--- src/sv/fmprc_pkg.sv ---
// Shared types and constants for the first-match packet rule classifier.
package fmprc_pkg;

	localparam int unsigned CFG_DATA_W = 7;

	localparam logic OP_CLASSIFY = 1'b0;
	localparam logic OP_WRITE    = 1'b1;

	localparam logic CFG_FILTER_ENABLE = 1'b0;
	localparam logic CFG_RULES_IN_USE  = 1'b1;

	localparam logic [7:0] PROTO_WILD = 8'd143;
	localparam logic [7:0] PROTO_TCP  = 8'd6;
	localparam logic [7:0] PROTO_UDP  = 8'd17;
	localparam logic [7:0] PROTO_ICMP = 8'd1;

	localparam logic [15:0] PORT_WILD  = 16'd0;
	localparam logic [15:0] PORT_ABOVE = 16'd1023;

	localparam logic [1:0] DIR_IN  = 2'd1;
	localparam logic [1:0] DIR_OUT = 2'd2;
	localparam logic [1:0] DIR_ANY = 2'd3;

	localparam logic [1:0] ACK_NO  = 2'd1;
	localparam logic [1:0] ACK_YES = 2'd2;
	localparam logic [1:0] ACK_ANY = 2'd3;

	localparam logic [7:0] LOOP_OCTET = 8'd127;

	localparam logic VERDICT_DROP   = 1'b0;
	localparam logic VERDICT_ACCEPT = 1'b1;

	localparam logic [2:0] REASON_RULE     = 3'd0;
	localparam logic [2:0] REASON_INACTIVE = 3'd1;
	localparam logic [2:0] REASON_XMAS     = 3'd2;
	localparam logic [2:0] REASON_NOMATCH  = 3'd3;
	localparam logic [2:0] REASON_LOOPBACK = 3'd4;

	typedef enum logic [1:0] {
		ST_IDLE,
		ST_SCAN,
		ST_FINISH
	} state_t;

	typedef struct packed {
		logic [31:0] src_addr;
		logic [5:0]  src_len;
		logic [31:0] dst_addr;
		logic [5:0]  dst_len;
		logic [7:0]  protocol;
		logic [15:0] sport;
		logic [15:0] dport;
		logic [1:0]  direction;
		logic [1:0]  ack_mode;
		logic        action;
	} rule_t;

	typedef struct packed {
		logic [7:0]  protocol;
		logic [31:0] src_addr;
		logic [31:0] dst_addr;
		logic [15:0] sport;
		logic [15:0] dport;
		logic        ack;
	} key_t;

endpackage

--- src/sv/fmprc_rule_match.sv ---
// Rule compare unit: checks one stored rule against the packet key.
module fmprc_rule_match (
	input  fmprc_pkg::rule_t rule,
	input  fmprc_pkg::key_t  key,
	output logic             hit
);
	import fmprc_pkg::*;

	function automatic logic addr_ok(input logic [31:0] raddr, input logic [5:0] rlen,
			input logic [31:0] paddr);
		logic [31:0] mask;
		mask = ~(32'hFFFF_FFFF >> rlen);
		return (raddr == 32'd0) || ((raddr & mask) == (paddr & mask));
	endfunction

	function automatic logic port_ok(input logic [15:0] rport, input logic [15:0] pport);
		return (rport == PORT_WILD) || ((rport == PORT_ABOVE) && (pport > PORT_ABOVE)) ||
			(rport == pport);
	endfunction

	logic       prot_ok;
	logic       ack_ok;
	logic       ports_ok;
	logic       out_view;
	logic       in_view;
	logic [1:0] key_ack;

	assign key_ack  = key.ack ? ACK_YES : ACK_NO;
	assign prot_ok  = (rule.protocol == PROTO_WILD) || (rule.protocol == key.protocol);
	assign ack_ok   = (rule.protocol != PROTO_TCP) || (rule.ack_mode == ACK_ANY) ||
		(rule.ack_mode == key_ack);
	assign ports_ok = port_ok(rule.sport, key.sport) &&
		port_ok(rule.dport, key.dport);
	assign out_view = ((rule.direction == DIR_OUT) || (rule.direction == DIR_ANY)) &&
		addr_ok(rule.src_addr, rule.src_len, key.src_addr) &&
		addr_ok(rule.dst_addr, rule.dst_len, key.dst_addr);
	assign in_view  = ((rule.direction == DIR_IN) || (rule.direction == DIR_ANY)) &&
		addr_ok(rule.dst_addr, rule.dst_len, key.src_addr) &&
		addr_ok(rule.src_addr, rule.src_len, key.dst_addr);
	assign hit      = prot_ok && ack_ok && ports_ok && (out_view || in_view);

endmodule

--- config.mk ---
export PLATFORM = sky130hd
export DESIGN_NAME = fmprc_rule_match
export DESIGN_NICKNAME = d
export VERILOG_FILES = /design/src/sv/fmprc_pkg.sv /design/src/sv/fmprc_rule_match.sv
export SDC_FILE = /design/constraint.sdc
export NUM_CORES = 1
export LEC_CHECK = 0
export BUFFER_PORTS_ARGS = -buffer_cell sky130_fd_sc_hd__buf_4
export CORE_AREA = 2 2 89 91
export DETAILED_ROUTE_END_ITERATION = 12
export DIE_AREA = 0 0 91 93
export PLACE_DENSITY_LB_ADDON = 0.12
export SLEW_MARGIN = 10
export SYNTH_ARGS = -nofsm -noshare
export SYNTH_HDL_FRONTEND = slang
export SYNTH_SLANG_ARGS = --single-unit
--- constraint.sdc ---
create_clock -name vclk -period 6.55
set_input_delay 1.31 -clock vclk [all_inputs]
set_output_delay 1.31 -clock vclk [all_outputs]
set_load 0.01 [all_outputs]
# Word level (Yosys, flattened, before mapping)
# Index checks and enable logic that the tools add are counted.
dict set report word_totals {
  ff_bits 0
  in_bits 226
  out_inout_bits 1
  wordCells 57
}
dict set report classes {
  n_lt_le_gt_ge 2
  n_eq_ne 16
  n_shift 2
  mux 1
  n_bitwise 8
  n_reduce_logical 28
}
# operator n
set ops {}
lappend ops {{AND 32 bit} 6}
lappend ops {{== test 32 bit} 4}
lappend ops {{zero test 32 bit} 2}
lappend ops {{inverter 32 bit} 2}
lappend ops {{right shift 32 x 6 -> 32 bit, first input constant} 2}
lappend ops {{== test 16 x 10 -> 1 bit, second input constant} 2}
lappend ops {{== test 16 bit} 2}
lappend ops {{> comparator 16 x 10 -> 1 bit, second input constant} 2}
lappend ops {{zero test 16 bit} 2}
lappend ops {{logical OR 1 bit} 14}
lappend ops {{logical AND 1 bit} 10}
lappend ops {{== test 8 bit} 1}
lappend ops {{== test 8 bit, second input constant} 1}
lappend ops {{inequality test 8 x 3 -> 1 bit, second input constant} 1}
lappend ops {{== test 2 bit, second input constant} 3}
lappend ops {{== test 2 x 1 -> 1 bit, second input constant} 1}
lappend ops {{== test 2 bit} 1}
lappend ops {{two-way mux 2 bit} 1}

# Depth between registers and ports, before layout
dict set report depth {
  depth_word 9
  ltp_mapped 9
}

# Least setup slack after synthesis
# Ideal clock, no wire load.
dict set report synth_path {
  kind {input to output}
  start {input port rule[46] in the netlist's numbering}
  end {output port hit}
  arrival_ps 3160
  t_required_ps 5240
  path_slack_ps 2080
  path_stages 8
  path_buffers 1
  cell_sequence {buf_2 > a211o_1 > a21o_1 > a31o_2 > nand3b_1 > nor4_2 > o22ai_1 > a2111oi_2}
}
dict set report synth_between {
  elab_chain_len 9
  word_cells_on_any_way 14
  classes_between {eq/ne: 2; shift: 1; bitwise: 4; reduce/logical: 7}
}
# item line_no
set synth_rtl {}
lappend synth_rtl {{from (decl)} fmprc_rule_match.sv:3} ;# input fmprc_pkg::rule_t rule,
lappend synth_rtl {{right shift 32 x 6 -> 32 bit (*)} fmprc_rule_match.sv:12} ;# mask = ~(32'hFFFF_FFFF >> rlen);
lappend synth_rtl {{inverter 32 bit (*)} fmprc_rule_match.sv:12}
lappend synth_rtl {{AND 32 bit} fmprc_rule_match.sv:13} ;# return (raddr == 32'd0) || ((raddr & mask) == (paddr & mask));
lappend synth_rtl {{== test 32 bit} fmprc_rule_match.sv:13}
lappend synth_rtl {{logical OR 1 bit} fmprc_rule_match.sv:13}
lappend synth_rtl {{logical AND 1 bit} fmprc_rule_match.sv:37} ;# assign in_view = ((rule.direction == DIR_IN) || (rule.direction == DIR_ANY)) &&
lappend synth_rtl {{logical AND 1 bit} fmprc_rule_match.sv:38} ;# addr_ok(rule.dst_addr, rule.dst_len, key.src_addr) &&
lappend synth_rtl {{logical OR 1 bit (*)} fmprc_rule_match.sv:40} ;# assign hit = prot_ok && ack_ok && ports_ok && (out_view || in_view);
lappend synth_rtl {{logical AND 1 bit (*)} fmprc_rule_match.sv:40}
lappend synth_rtl {{to (decl)} fmprc_rule_match.sv:5} ;# output logic hit
# Mark *: on every way between the ends. The rest lies on a longest branch, timed or not.

# Worst setup path in the final report
dict set report layout_path {
  start {input port rule[88] in the netlist's numbering}
  end {output port hit}
}
dict set report layout_between {
  elab_chain_len 9
  word_cells_on_any_way 14
  classes_between {eq/ne: 2; shift: 1; bitwise: 4; reduce/logical: 7}
}
# item line_no
set layout_rtl {}
lappend layout_rtl {{right shift 32 x 6 -> 32 bit (*)} fmprc_rule_match.sv:12}
lappend layout_rtl {{inverter 32 bit (*)} fmprc_rule_match.sv:12}
lappend layout_rtl {{AND 32 bit} fmprc_rule_match.sv:13}
lappend layout_rtl {{== test 32 bit} fmprc_rule_match.sv:13}
lappend layout_rtl {{logical OR 1 bit} fmprc_rule_match.sv:13}
lappend layout_rtl {{logical AND 1 bit} fmprc_rule_match.sv:34} ;# assign out_view = ((rule.direction == DIR_OUT) || (rule.direction == DIR_ANY)) &&
lappend layout_rtl {{logical AND 1 bit} fmprc_rule_match.sv:35} ;# addr_ok(rule.src_addr, rule.src_len, key.src_addr) &&
lappend layout_rtl {{logical OR 1 bit (*)} fmprc_rule_match.sv:40}
lappend layout_rtl {{logical AND 1 bit (*)} fmprc_rule_match.sv:40}
# Marks and branches as above.

==> reports/results.txt <==
Critical-path cell list = buf_4 -> nor2_2 -> o21ai_0 -> a2111oi_0 -> nand3_1 -> nor4_1 -> o22ai_1 -> a2111oi_2 -> buf_4
Max Slew Vio Count = 0
Critical path's slowest cell = nor2_2
Max transition margin = 0.5327
M3 GR Usage = 0.07655
GR peak layer = met2
TNS Setup = 0 ns
Largest net degree at the start of global routing = 25
RSZ-0062 raised after global routing = false
Area leader, netlist = xnor2_1
Final min period = 5.456 ns
Hold Path Class = input port to output port
Unique masters post-synth = 53
Num rows = 32
Remaining global-route overflow = 0
F_max = 183.3 MHz
Area grow syn2layout = 47.99%
Initial core utilization = 0.4707
Critical path type = input port to output port
Met2 Use GR = 0.6704
Worst setup EP type = output port
Final core occ = 0.6966
M1 GR Usage = 0.4600
Post-Syn Instances = 528
GP Congestion = 1.098
Post-route clock period utilization = 0.8330
PD cells = 74.99 mW/mm^2
Max Cap Violations = 0
Register share of total power = 0
Int Power = 0.0001894 W
Worst vdd ir = 0.04658 mV
Syn nets = 754
Avg Cell Area, Syn = 6.711 um^2
Status = complete, no violations
Port Buffers = 226
Filler cell count = 688
Final setup vio count = 0
Worst hold endpoint = hit
FF/Latch Area = 0 um^2
Seq cells = 0
First-pass GRT wire length = 26540 um
Worst Hold Depth = 5
DR iter-0 viols = 632
Hold buffers post-CTS = 0
NetSw = 0.0002038 W
ANT cells = 0
Post-CTS resize count = 0
Crit path launch type = input port
Area of the core = 0.007527 mm^2
GRT Resource Usage Total = 0.3965
Vias = 5328
Yosys Warn Count = 0
Nets = 960
Die span in x = 91 um
Final WL = 17810 um
Clock buffer cells = 0
Vias in the first global route = 5137
Leakage Power = 2.042 nW
Dpl hpwl = 15380 um
Dominant cell by count in the synthesized netlist = xnor2_1
Sequential cell area fraction in the yosys report = 0
Hold_sp = rule[36]
Die span in y = 93 um
I/O pin total = 227
Drt pass-1 iters = 6
Top post-synthesis cells by count = 109 x xnor2_1, 62 x a21oi_1, 46 x xor2_1
Comb pwr share = 1.000
Final Hold Vio Count = 0
Remaining antenna violation count = 0
CP required = 5.24 ns
Synthesized area = 0.003543 mm^2
Top cell type's share of synthesized area = 0.2694
Clock power frac = 0
Largest cells by area after synthesis = xnor2_1 27%, xor2_1 11%, a21oi_1 8.8%
Actual slew at the worst max-slew pin = 0.7002 ns
Crit-path max cell delay = 0.58 ns
Routed len/inst = 21.35 um
Initial antenna violation count = 0
Post-CTS setup buffer count = 0
Die ar. = 0.008463 mm^2
Critical path data arrival time = 4.15 ns
Worst-path fanout max = 19
DR vias/cell = 6.388
Share of post-route cells with drive strength above 1 = 0.3251
Switching Share = 0.5184
DRC = 0
CP most frequent cell = buf_4
==> critical path: cells and delay by family <==
kind | cells | cell delay [ns]
compound gates | 4 | 1.42
buf+inv | 2 | 0.38
simple gates | 3 | 1.02
==> area by class of cell <==
| class | count | area [um^2] | area share |
|---|---|---|---|
| timing repair buffer | 226 | 1697 | 0.3236 |
| multi-input combinational | 494 | 3374 | 0.6435 |
| tap | 102 | 127.6 | 0.02434 |
| inverter | 12 | 45.04 | 0.008590 |
==> through the flow <==
step | hold WS (ns) | area, um^2 | instances | setup WS [ns] | power [W]
global route | 3.163 | 5244 | 834 | 0.9911 | 0.0004153
detailed placement | 3.113 | 5244 | 834 | 1.234 | 0.0003807
global placement | 3.122 | 5244 | 834 | 1.115 | 0.0003772
floorplan | 2.842 | 3543 | 528 | 2.080 | 0.0001795
finish | 3.123 | 5244 | 834 | 1.094 | 0.0003932
CTS | 3.117 | 5244 | 834 | 1.230 | 0.0003831
==> cells in the final DEF (no fill, tap or decap), drive strengths merged, types with 2 or more instances in the layout <==
master and count:
a22oi 3, o22ai 8, a21o 2, nand2 32, o211ai 5, nand3b 3, a2bb2oi 2, a31oi 12
xnor2 109, nor2 28, xor2 46, o21ai 28, and2 2, and3 2, or4 4, a2111oi 12
a21oi 62, o31ai 4, a211oi 6, o2111ai 6, nor3 15, or3 2, nand4 25, nand2b 9
a41oi 2, nand3 9, nor2b 3, buf 226, clkinv 2, nor4 42, inv 10
==> routing by layer <==
metal | routed length (um) | share of wire
met1 | 6284 | 0.35
met2 | 8044 | 0.45
met3 | 2051 | 0.12
met4 | 1427 | 0.080
met5 | 0 | 0
==> logic make-up (layout without fill, tap and decap cells) <==
| kind of cell | after synthesis | in the layout | synth area share |
|---|---|---|---|
| XOR/XNOR | 155 | 155 | 0.3831 |
| buffers and inverters | 34 | 238 | 0.04767 |
| AND/OR/NAND/NOR | 177 | 177 | 0.2768 |
| AO/OA/AOI/OAI | 161 | 161 | 0.2896 |
| multiplexers | 1 | 1 | 0.002825 |
==> worst max path at each step <==
stage	from	depth (start not counted)	endpoint
4_1_cts	rule[88]	9	hit
3_5_place_dp	rule[88]	9	hit
3_3_place_gp	rule[88]	9	hit
2_1_floorplan	rule[46]	8	hit
6_report	rule[88]	9	hit
5_1_grt	rule[88]	9	hit
==> power by group through the flow <==
stage               clock, W  combinational, W  sequential [W]
finish                     0          0.000393               0
CTS                        0          0.000383               0
floorplan                  0          0.000180               0
global route               0          0.000415               0
detailed placement         0          0.000381               0
global placement           0          0.000377               0
Power figures use the tool's default switching activity.
